**src/rtl/fra_pkg.sv**
```systemverilog
// ----------------------------------------------------------------------------
// fra_pkg
// Shared types and constants for the fragment reassembly tracker.
// ----------------------------------------------------------------------------
`default_nettype none
package fra_pkg;

  localparam int SLOTS     = 8;
  localparam int SLOT_W    = $clog2(SLOTS);
  localparam int MAX_FRAG  = 32;
  localparam int IDX_W     = $clog2(MAX_FRAG);
  localparam int TOTAL_W   = 6;
  localparam int KEY_W     = 64;
  localparam int TIME_W    = 48;
  localparam int HANDLE_W  = 16;
  localparam int TMO_W     = 32;
  localparam int ADDR_W    = SLOT_W + IDX_W;
  localparam logic [TMO_W-1:0] TIMEOUT_RESET = 32'd1200000000;

  typedef enum logic [1:0] {
    ST_PROGRESS  = 2'd0,
    ST_COMPLETE  = 2'd1,
    ST_DUPLICATE = 2'd2,
    ST_ERROR     = 2'd3
  } status_t;

  typedef enum logic [2:0] {
    S_IDLE,
    S_EXPIRE,
    S_SCAN,
    S_UPDATE,
    S_EMIT_RD,
    S_EMIT_LD,
    S_WAIT
  } fsm_t;

  // Command broadcast to every slot cell
  typedef struct packed {
    logic                expire;
    logic                update;
    logic                alloc;
    logic                total_ok;
    logic [TOTAL_W-1:0]  total_in;
    logic [MAX_FRAG-1:0] frag_bit;
  } cell_cmd_t;

  // Status returned by a slot cell
  typedef struct packed {
    logic               valid;
    logic               match;
    logic [TIME_W-1:0]  first_time;
    logic               dup;
    logic               complete;
    logic [TOTAL_W-1:0] new_total;
  } cell_stat_t;

endpackage
`default_nettype wire

```
**src/rtl/fra_cell.sv**
```systemverilog
// ----------------------------------------------------------------------------
// fra_cell
// One table slot: keys, first time, total and presence mask.
// ----------------------------------------------------------------------------
`default_nettype none
module fra_cell (
  input  wire logic                         clk,
  input  wire logic                         rst,
  input  wire fra_pkg::cell_cmd_t           cmd,
  input  wire logic                         sel,
  input  wire logic [fra_pkg::KEY_W-1:0]    key_reg,
  input  wire logic [fra_pkg::KEY_W-1:0]    key_conv,
  input  wire logic [fra_pkg::TIME_W-1:0]   now,
  input  wire logic [fra_pkg::TMO_W-1:0]    timeout,
  output fra_pkg::cell_stat_t               stat
);
  import fra_pkg::*;

  logic                valid;
  logic [TOTAL_W-1:0]  total;
  logic [MAX_FRAG-1:0] present;
  logic [KEY_W-1:0]    reg_key;
  logic [KEY_W-1:0]    conv_key;
  logic [TIME_W-1:0]   first_time;

  logic [TIME_W-1:0]   age;
  logic                expired;
  logic [MAX_FRAG-1:0] base_present;
  logic [TOTAL_W-1:0]  base_total;
  logic [TOTAL_W-1:0]  new_total;
  logic [MAX_FRAG-1:0] new_present;
  logic [MAX_FRAG-1:0] need;
  logic                dup;
  logic                complete;

  // Age check against the timeout
  always_comb begin
    age     = now - first_time;
    expired = valid && (now >= first_time) && (age > {{(TIME_W-TMO_W){1'b0}}, timeout});
  end

  // Merge the incoming fragment into this slot
  always_comb begin
    base_present = cmd.alloc ? '0 : present;
    base_total   = cmd.alloc ? '0 : total;
    new_total    = cmd.total_ok ? cmd.total_in : base_total;
    dup          = |(base_present & cmd.frag_bit);
    new_present  = base_present | cmd.frag_bit;
    need         = ~({MAX_FRAG{1'b1}} << new_total);
    complete     = !dup && (new_total != '0) && ((new_present & need) == need);
  end

  always_comb begin
    stat.valid      = valid;
    stat.match      = valid && (reg_key == key_reg) && (conv_key == key_conv);
    stat.first_time = first_time;
    stat.dup        = dup;
    stat.complete   = complete;
    stat.new_total  = new_total;
  end

  // Control state
  always_ff @(posedge clk) begin
    if (rst) begin
      valid   <= 1'b0;
      total   <= '0;
      present <= '0;
    end else if (cmd.expire && expired) begin
      valid   <= 1'b0;
      total   <= '0;
      present <= '0;
    end else if (cmd.update && sel) begin
      if (complete) begin
        valid   <= 1'b0;
        total   <= '0;
        present <= '0;
      end else begin
        valid   <= 1'b1;
        total   <= new_total;
        present <= new_present;
      end
    end
  end

  // Keys and first time on allocation
  always_ff @(posedge clk) begin
    if (cmd.update && sel && cmd.alloc) begin
      reg_key    <= key_reg;
      conv_key   <= key_conv;
      first_time <= now;
    end
  end

endmodule
`default_nettype wire
```
**config.mk**
```make
export PLATFORM = sky130hd
export DESIGN_NAME = fra_cell
export DESIGN_NICKNAME = d
export VERILOG_FILES = /design/src/rtl/fra_pkg.sv /design/src/rtl/fra_cell.sv
export SDC_FILE = /design/constraint.sdc
export NUM_CORES = 1
export LEC_CHECK = 0
export ABC_AREA = 1
export BUFFER_PORTS_ARGS = -buffer_cell sky130_fd_sc_hd__buf_2
export CORE_MARGIN = 2
export CORE_UTILIZATION = 61
export CTS_BUF_LIST = sky130_fd_sc_hd__clkbuf_8 sky130_fd_sc_hd__clkbuf_16
export DETAILED_ROUTE_END_ITERATION = 12
export GPL_ROUTABILITY_DRIVEN = 0
export HOLD_SLACK_MARGIN = 0.02
export PLACE_DENSITY = 0.91
export SYNTH_ARGS = -nofsm -noshare
export SYNTH_HDL_FRONTEND = slang
export SYNTH_SLANG_ARGS = --single-unit
export TNS_END_PERCENT = 20
```
**constraint.sdc**
```tcl
create_clock -name clk -period 22.7 [get_ports clk]
set_input_delay 3.405 -clock clk [delete_from_list [all_inputs] [get_ports clk]]
set_output_delay 3.405 -clock clk [all_outputs]
set_load 0.02 [all_outputs]
```
### After elaboration in Yosys (flattened, before gate mapping)

Index checks and enable logic that the tools add are counted.

| storage, ports and cells | value |
|---|---|
| register bits | 215 |
| output and inout port bits | 58 |

| cells by class | value |
|---|---|
| multiplexer cells | 6 |
| reductions and logical operators | 13 |
| bitwise gates (word level) | 4 |
| shift-type cells | 1 |
| order comparisons | 2 |
| equality and inequality tests | 3 |
| add/sub/neg operators | 1 |

Operator list:

| cell | count |
|---|---|
| 64-bit == test | 2 |
| 32-bit AND | 2 |
| 32-bit two-way mux | 2 |
| 48-bit greater-or-equal comparator | 1 |
| 48-bit by 32-bit > comparator with 1-bit output | 1 |
| 48-bit subtractor | 1 |
| 32-bit == test | 1 |
| 32-bit inverter | 1 |
| 32-bit OR | 1 |
| 32-bit OR reduction | 1 |
| 32-bit by 6-bit left shift with 32-bit output, first input constant | 1 |
| 6-bit two-way mux | 3 |
| 1-bit logical AND | 9 |
| 6-bit nonzero test | 1 |
| 2-bit OR reduction | 1 |
| 1-bit logical NOT | 1 |
| 1-bit two-way mux | 1 |

### Depth between registers and ports, before layout

Gate-level depths: netlist (run 1).

| logic depth | value |
|---|---|
| word-level depth | 8 |
| mapped depth | 31 |
| depth with buffers taken out | 29 |

### Worst setup path before layout (run 1)

No wires, ideal clock.

| path | value |
|---|---|
| path type | input to register |
| start | in cmd[39] (netlist bit) |
| end | reg conv_key[0] (enable) |
| required time | 21.985 ns |
| stages on the path | 6 |
| library setup time | 0.715 ns |
| slack | 10.618 ns |
| path buffers | 4 |
| arrival | 11.367 ns |
| path through | buf_4 -> inv_4 -> buf_6 -> buf_4 -> buf_2 -> nor2_1 |

| on the way | value |
|---|---|
| longest elaborated chain between the ends | 1 |

RTL lines:

| element | RTL line | RTL |
|---|---|---|
| start: declaration | fra_cell.sv:9 | `input wire fra_pkg::cell_cmd_t cmd,` |
| 1-bit logical AND | fra_cell.sv:87 | `if (cmd.update && sel && cmd.alloc) begin` |
| end signal: assignment | fra_cell.sv:89 | `conv_key <= key_conv;` |
| end: declaration | fra_cell.sv:23 | `logic [KEY_W-1:0] conv_key;` |

No other way between the ends.
A chain may end at the register's enable or synchronous reset.

==> flow_summary_export.csv, run 1 <==
group,metric,value,unit
worst_setup_path,cp.arrival,6.22,ns
worst_setup_path,reg2regPathDepth,22,
floorplanning,dieArea,25900,um2
synthesis,yosys_warnings,0,
worst_setup_path,rr_endpoint,"present[21]$_SDFFE_PP0P_",
sta,relSlewSlack,0.271,
synthesis,yosysMostFrequentCell,"nand2_1",
min_path,holdPathStages,4,
sta,finClkSkew,0.0155,ns
power,p_sw_frac,0.298,
worst_setup_path,max_stage_delay,0.61,ns
synthesis,synth_cell_type_count,51,
floorplanning,die_x,161,um
worst_setup_path,r2r_start,"first_time[0]$_DFFE_PP_",
floorplanning,core,24200,um2
power,p_total,1.12,mW
synthesis,synth-seq-cells,215,
sta,timing.final.ws_setup,13.08,ns
synthesis,syn_area,15000,um2
place,port_buffers,310,
sta,hold_violations,0,
route,drc_errors,0,
sta,fmax,0.104,GHz
grt,grt_max_degree,84,
sta,fin_crit_sh,0.424,
route,ant_nets,0,
synthesis,async_flop_share,0,
worst_setup_path,path_class,"primary input to output port",
synthesis,syn_inst,2017,
floorplanning,io_pins,311,
min_path,hold_path_startpoint,"present[17]$_SDFFE_PP0P_",
grt,grt_pass1_vias,14339,
clock_network,htree_levels,1,
min_path,hp-class,"register to register",
worst_setup_path,ff2ff_setup_slack,17.78,ns
sta,hold_slack,0.526,ns
worst_setup_path,path_cells,"buf_2 > inv_4 > nand3_1 > o21ai_4 > inv_1 > nand2_1 > nor2_1 > nor3_1 > nand3_1 > nor2_1 > nand3_2 > inv_1 > buf_2",
synthesis,synthTopCellsByArea,"edfxtp_1, nand2_1, inv_1",
synthesis,ys_seq_area_frac,0.404,
floorplanning,initial_utilization,0.619,
sta,finalMaxSlewViolations,0,
grt,grt_antenna_before_repair,4,
power,power.static_leakage,9.03,nW
worst_setup_path,crit_path_end_kind,"output port",
outcome,status,"finished clean",
synthesis,yosys.area.top_type_share,0.352,
power,p_sw,0.335,mW
sta,finalCriticalPeriod,9.62,ns
synthesis,synth.avg_cell_area,7.44,um2
clock_network,cts-root-buf,"clkbuf_16",
layout,syn_to_final_growth,17.6,%
clock_network,cts_setup_buffers,0,
synthesis,synth_edf_count,176,
floorplanning,die_h,161,um
sta,worst_pin_slew,1.09,ns
power,power.density,63.5,nW/um2
sta,setup_tns,0,ns
power,internal_power,0.787,mW
route,wl,44500,um
floorplanning,fp-row-count,57,
worst_setup_path,cp_slowest_cell,"nand3_2",
grt,grt_pass1_wl,69100,um
power,ir_worst_vdd,0.0000578,V
layout,nFillCells,1809,
grt,grt_use_total,0.330,
grt,overflow,0,
clock_network,cts_resized,0,
synthesis,synth_common_cells,"nand2_1, inv_1, edfxtp_1",
route,routed-via-count,15007,
power,pwr-share-seq,0.407,
sta,rsz0062_at_grt,"false",
place,dp_hpwl,34500,um
worst_setup_path,worstSetupStartpointType,"primary input",
route,wl_per_cell,16.6,um
clock_network,holdBufCountCts,0,
place,pre_cts_ws,13.12,ns
synthesis,synth_largest_area_cell,"edfxtp_1",
sta,setup_violations,0,
synthesis,synth_nets,2351,
clock_network,clock_sinks,215,
clock_network,clockBufferDepth,3,
route,first_iter_violations,2038,
route,firstDrtPassIters,7,
worst_setup_path,cp_data_required_time,19.30,ns
layout,drive_gt1_frac,0.188,
min_path,holdPathEnd,"present[17]$_SDFFE_PP0P_",
route,viasPerCell,5.62,
worst_setup_path,cp_max_fo,63,
clock_network,cts_made_buffers,24,
layout,nets,2662,
power,p_clk_frac,0.369,
run,maxCapViolations,0,
clock_network,clk_latency,0.53,ns
clock_network,cts.clk_slew.worst_paths,0.06,ns
power,combPwrFrac,0.224,
clock_network,cts_tree,"built",
synthesis,synth-main-ff-cell,"edfxtp_1",
-- worst max-delay path, delay by kind of cell --
kind | cells | cell delay (ns)
AO/OA/AOI/OAI | 1 | 0.17
AND/OR/NAND/NOR | 7 | 1.49
buffers and inverters | 5 | 1.11
-- power by group through the flow --
stage	logic [mW]	registers (mW)	clock network [mW]
floorplan	0.157	0.470	0
global placement	0.230	0.464	0
detailed placement	0.240	0.465	0
CTS	0.244	0.457	0.419
global route	0.276	0.458	0.432
finish	0.251	0.457	0.414
-- cell type report --
cell class,instances,area [um2],area share
Clock buffer,24,601,0.0340
Inverter,455,1710,0.0969
Tap cell,324,405,0.0230
Sequential cell,215,6070,0.344
Clock inverter,20,235,0.0133
Timing Repair Buffer,313,1570,0.0891
Multi-Input combinational cell,1319,7060,0.400
Antenna cell,1,2.50,0.000142
-- cells in the final DEF (no fill, tap or decap), types with 3 or more instances in the layout --
master	netlist	routed
nor4_1	23	23
inv_1	421	424
o21ai_1	9	9
a31oi_1	4	4
clkbuf_16	0	24
xor2_1	29	29
edfxtp_1	176	176
nand4_1	22	22
clkinv_2	0	3
o21ai_4	3	3
clkinv_1	9	13
a221oi_1	8	8
a21oi_1	83	83
a21o_1	13	13
bufinv_16	0	5
buf_4	10	3
inv_2	24	24
xnor2_1	22	22
nor2_1	140	139
o21ai_0	63	63
o21a_1	3	3
a22o_1	23	23
clkinvlp_4	0	3
nand3_1	115	115
o21bai_1	6	6
nand3b_1	7	7
and2_1	3	3
nand2_1	537	537
or2_2	9	9
buf_2	4	310
ha_1	80	80
nor3_1	19	19
o22ai_1	32	32
nand3_2	6	6
nand2_2	12	12
nor2_2	30	30
dfxtp_1	39	39
-- worst max-delay path by stage --
| stage | from | end | slack (ns) | cells after the start |
|---|---|---|---|---|
| floorplan | cmd[39] | conv_key[0]$_DFFE_PP_ | 10.62 | 6 |
| global placement | cmd[39] | stat[6] | 13.24 | 13 |
| detailed placement | cmd[39] | stat[6] | 13.12 | 13 |
| CTS | cmd[39] | stat[6] | 13.12 | 13 |
| global route | cmd[39] | stat[6] | 12.73 | 13 |
| finish | cmd[39] | stat[6] | 13.08 | 13 |
-- stage by stage --
stage / std cells / cell area [um2] / util
finish: 2671 / 17700 / 0.728
global route: 2671 / 17700 / 0.728
CTS: 2670 / 17700 / 0.728
detailed placement: 2626 / 16800 / 0.694
global placement: 2626 / 16800 / 0.694
floorplan: 2017 / 15000 / -
-- metal layers --
metal	GRT usage	vias to the layer above	share of wire
li1	-	7108	-
met1	0.419	6674	0.38
met2	0.553	1034	0.45
met3	0.0659	185	0.12
met4	0.136	6	0.044
met5	0	-	0.00081
-- registers in the layout, summed over array words and instances (netlist names) --
signal	count
conv_key	64
reg_key	64
first_time	48
present	32
total	6
valid	1
-- cells by family (layout without fill, tap and decap cells) --
logic type | after synthesis | after routing | share of synthesized area
mux | 1 | 1 | 0.000667
flops | 215 | 215 | 0.404
compound gates | 256 | 256 | 0.104
buf+inv | 483 | 812 | 0.126
fa+ha+maj | 81 | 81 | 0.0680
simple gates | 930 | 930 | 0.268
xor+xnor | 51 | 51 | 0.0298
other cells | 0 | 1 | 0
Power figures use the tool's default switching activity.
==> run 2, diff against run 1 <==
--- a/config.mk
+++ b/config.mk
@@ -5,15 +5,15 @@
 export SDC_FILE = /design/constraint.sdc
 export NUM_CORES = 1
 export LEC_CHECK = 0
-export ABC_AREA = 1
+export ABC_AREA = 0
 export BUFFER_PORTS_ARGS = -buffer_cell sky130_fd_sc_hd__buf_2
 export CORE_MARGIN = 2
-export CORE_UTILIZATION = 61
+export CORE_UTILIZATION = 50
 export CTS_BUF_LIST = sky130_fd_sc_hd__clkbuf_8 sky130_fd_sc_hd__clkbuf_16
 export DETAILED_ROUTE_END_ITERATION = 12
 export GPL_ROUTABILITY_DRIVEN = 0
 export HOLD_SLACK_MARGIN = 0.02
-export PLACE_DENSITY = 0.91
+export PLACE_DENSITY = 0.81
 export SYNTH_ARGS = -nofsm -noshare
 export SYNTH_HDL_FRONTEND = slang
 export SYNTH_SLANG_ARGS = --single-unit
==> constraint.sdc (replaced) <==
create_clock -name clk -period 8.5 [get_ports clk]
set_input_delay 1.275 -clock clk [delete_from_list [all_inputs] [get_ports clk]]
set_output_delay 1.275 -clock clk [all_outputs]
set_load 0.02 [all_outputs]
==> run 2 against run 1 <==
Global-route usage fell by 5.5 points. Sequential share of layout area increased by 3.2 points. Clock-buffer cell count increased by 2. Sequential power rose to 2.7 times the previous value. Area after synthesis down 10%. Via count shrank 15%. First-iteration DRC count down 27%. Critical endpoint is now present[27]$_SDFFE_PP0P_. Largest power group unchanged. Highest routed layer unchanged.
==> flow_summary_export.csv, run 2 <==
group,metric,value,unit
synthesis,synthTopCellsByArea,"edfxtp_1, ha_1, dfxtp_1",
worst_setup_path,cp.arrival,6.88,ns
sta,rsz0062_at_grt,"false",
synthesis,syn_inst,1400,
synthesis,yosys.area.top_type_share,0.393,
run,maxCapViolations,0,
power,p_total,2.91,mW
synthesis,synth-seq-cells,215,
route,routed-via-count,12728,
place,dp_cells,2008,
route,wl_per_cell,19.6,um
synthesis,async_flop_share,0,
power,power.density,181,nW/um2
grt,grt_pass1_wl,62300,um
synthesis,synth_common_cells,"inv_1, edfxtp_1, a21oi_1",
worst_setup_path,cp_max_fo,39,
clock_network,clock_sinks,215,
place,dp_hpwl,31200,um
synthesis,synth_nets,1734,
sta,fmax,0.155,GHz
power,ir_worst_vdd,0.000161,V
floorplanning,fp-row-count,60,
sta,finalMaxSlewViolations,0,
layout,nets,2028,
sta,hold_violations,0,
sta,worst_pin_slew,1.26,ns
sta,setup_violations,0,
worst_setup_path,crit_path_end_kind,"register",
grt,grt_antenna_before_repair,14,
sta,finalCriticalPeriod,6.46,ns
sta,relSlewSlack,0.155,
synthesis,yosysMostFrequentCell,"inv_1",
place,pre_cts_ws,1.66,ns
sta,finClkSkew,0.0130,ns
power,power.static_leakage,6.78,nW
route,first_iter_violations,1486,
place,port_buffers,310,
clock_network,holdBufCountCts,0,
floorplanning,initial_utilization,0.505,
synthesis,ys_seq_area_frac,0.451,
floorplanning,io_pins,311,
worst_setup_path,cp_data_required_time,8.92,ns
clock_network,cts-root-buf,"clkbuf_16",
min_path,hp-class,"register to register",
sta,fin_crit_sh,0.760,
floorplanning,die_h,168,um
clock_network,clk_latency,0.53,ns
worst_setup_path,path_class,"primary input to register",
route,firstDrtPassIters,6,
clock_network,cts_resized,0,
grt,grt_max_degree,117,
floorplanning,die_x,168,um
layout,final_core_util,0.606,
route,wl,40600,um
clock_network,clockBufferDepth,3,
synthesis,yosys_warnings,0,
synthesis,synth_edf_count,176,
grt,grt_use_total,0.274,
clock_network,cts_setup_buffers,0,
clock_network,cts_tree,"built",
route,drc_errors,0,
synthesis,synth_cell_type_count,77,
sta,timing.final.ws_setup,2.04,ns
floorplanning,core,26700,um2
layout,finalInstanceArea,16100,um2
clock_network,cts_made_buffers,25,
layout,finalNonFillerCells,2066,
outcome,status,"finished clean",
grt,overflow,0,
floorplanning,dieArea,28200,um2
layout,top_regs,"conv_key x64, reg_key x64, first_time x48",
synthesis,synth_largest_area_cell,"edfxtp_1",
layout,drive_gt1_frac,0.219,
place,placed_area,15300,um2
sta,hold_slack,0.556,ns
layout,nFillCells,2271,
worst_setup_path,worstSetupStartpointType,"primary input",
layout,syn_to_final_growth,19.9,%
layout,final_common_cell,"buf_2",
grt,grt_pass1_vias,12084,
synthesis,synth.avg_cell_area,9.61,um2
route,viasPerCell,6.16,
layout,final_cell_mix,"buf_2, inv_1, edfxtp_1",
clock_network,cts.clk_slew.worst_paths,0.06,ns
sta,setup_tns,0,ns
route,ant_nets,0,
synthesis,synth-main-ff-cell,"edfxtp_1",
clock_network,htree_levels,1,
synthesis,syn_area,13500,um2
-- run 2: cell types whose count changed after synthesis, moves of 20 or more --
cell	delta
a22oi_1	+47
clkbuf_1	+23
nor2_1	-64
nand2_1	-436
xor2_1	+23
a22o_1	-23
xnor2_1	+20
nand3_1	-96
nor4_1	+31
a21oi_1	+28
inv_1	-244
inv_2	-24
a221oi_1	+21
nor2_2	-30
-- run 2: worst paths after layout --
path,slack [ns],endpoint,cells past startpoint,start
worst max-delay path,2.04,present[27]$_SDFFE_PP0P_,21,now[0]
worst min-delay path,0.56,total[1]$_SDFFE_PP0P_,2,total[1]$_SDFFE_PP0P_
worst max register to register,2.51,present[27]$_SDFFE_PP0P_,19,first_time[0]$_DFFE_PP_
worst min register to register,0.56,total[1]$_SDFFE_PP0P_,2,total[1]$_SDFFE_PP0P_
-- run 2: cell type report --
type	count	area (um2)	share of cell area
Timing Repair Buffer	314	1580	0.0980
Antenna cell	12	30.0	0.00186
Sequential cell	215	6070	0.376
Clock buffer	26	639	0.0396
Inverter	179	677	0.0419
Tap cell	341	427	0.0264
Clock inverter	20	190	0.0118
Multi-Input combinational cell	959	6530	0.405
-- run 2: layer usage --
layer | GRT usage | part of all wire
met2 | 0.447 | 0.45
met1 | 0.361 | 0.40
met5 | 0 | 0.00067
met4 | 0.123 | 0.046
met3 | 0.0468 | 0.097
-- run 2: cells by family (layout without fill, tap and decap cells) --
family	after synthesis	in the layout	share of synthesized area
buffers and inverters	226	539	0.0654
AO/OA/AOI/OAI	422	422	0.211
flip-flops	215	215	0.451
adder cells (fa/ha/maj)	81	81	0.0759
XOR/XNOR	94	94	0.0612
AND/OR/NAND/NOR	356	356	0.131
multiplexers	6	6	0.00456
other	0	12	0
-- run 2: report_power, final --
part / switching, mW / leakage, nW / internal, mW
Combinational: 0.375 / 4.43 / 0.244
Clock: 0.432 / 0.414 / 0.640
Sequential: 0.0282 / 1.94 / 1.20
-- run 2: worst max-delay path: stages --
cell and delay (ns):
buf_2 0.09, inv_1 0.04, ha_1 0.22, fa_1 0.41, nand2b_1 0.21, a2111oi_0 0.59, a2111oi_2 0.16, o21bai_2 0.30
a21oi_1 0.17, o21bai_1 0.26, a21oi_1 0.12, xnor2_1 0.15, ha_1 0.28, nand2_1 0.05, nor2_1 0.12, nand2_1 0.08
o311a_1 0.37, or4_1 0.51, nor3_1 0.32, a41oi_4 0.60, nor4_1 0.53
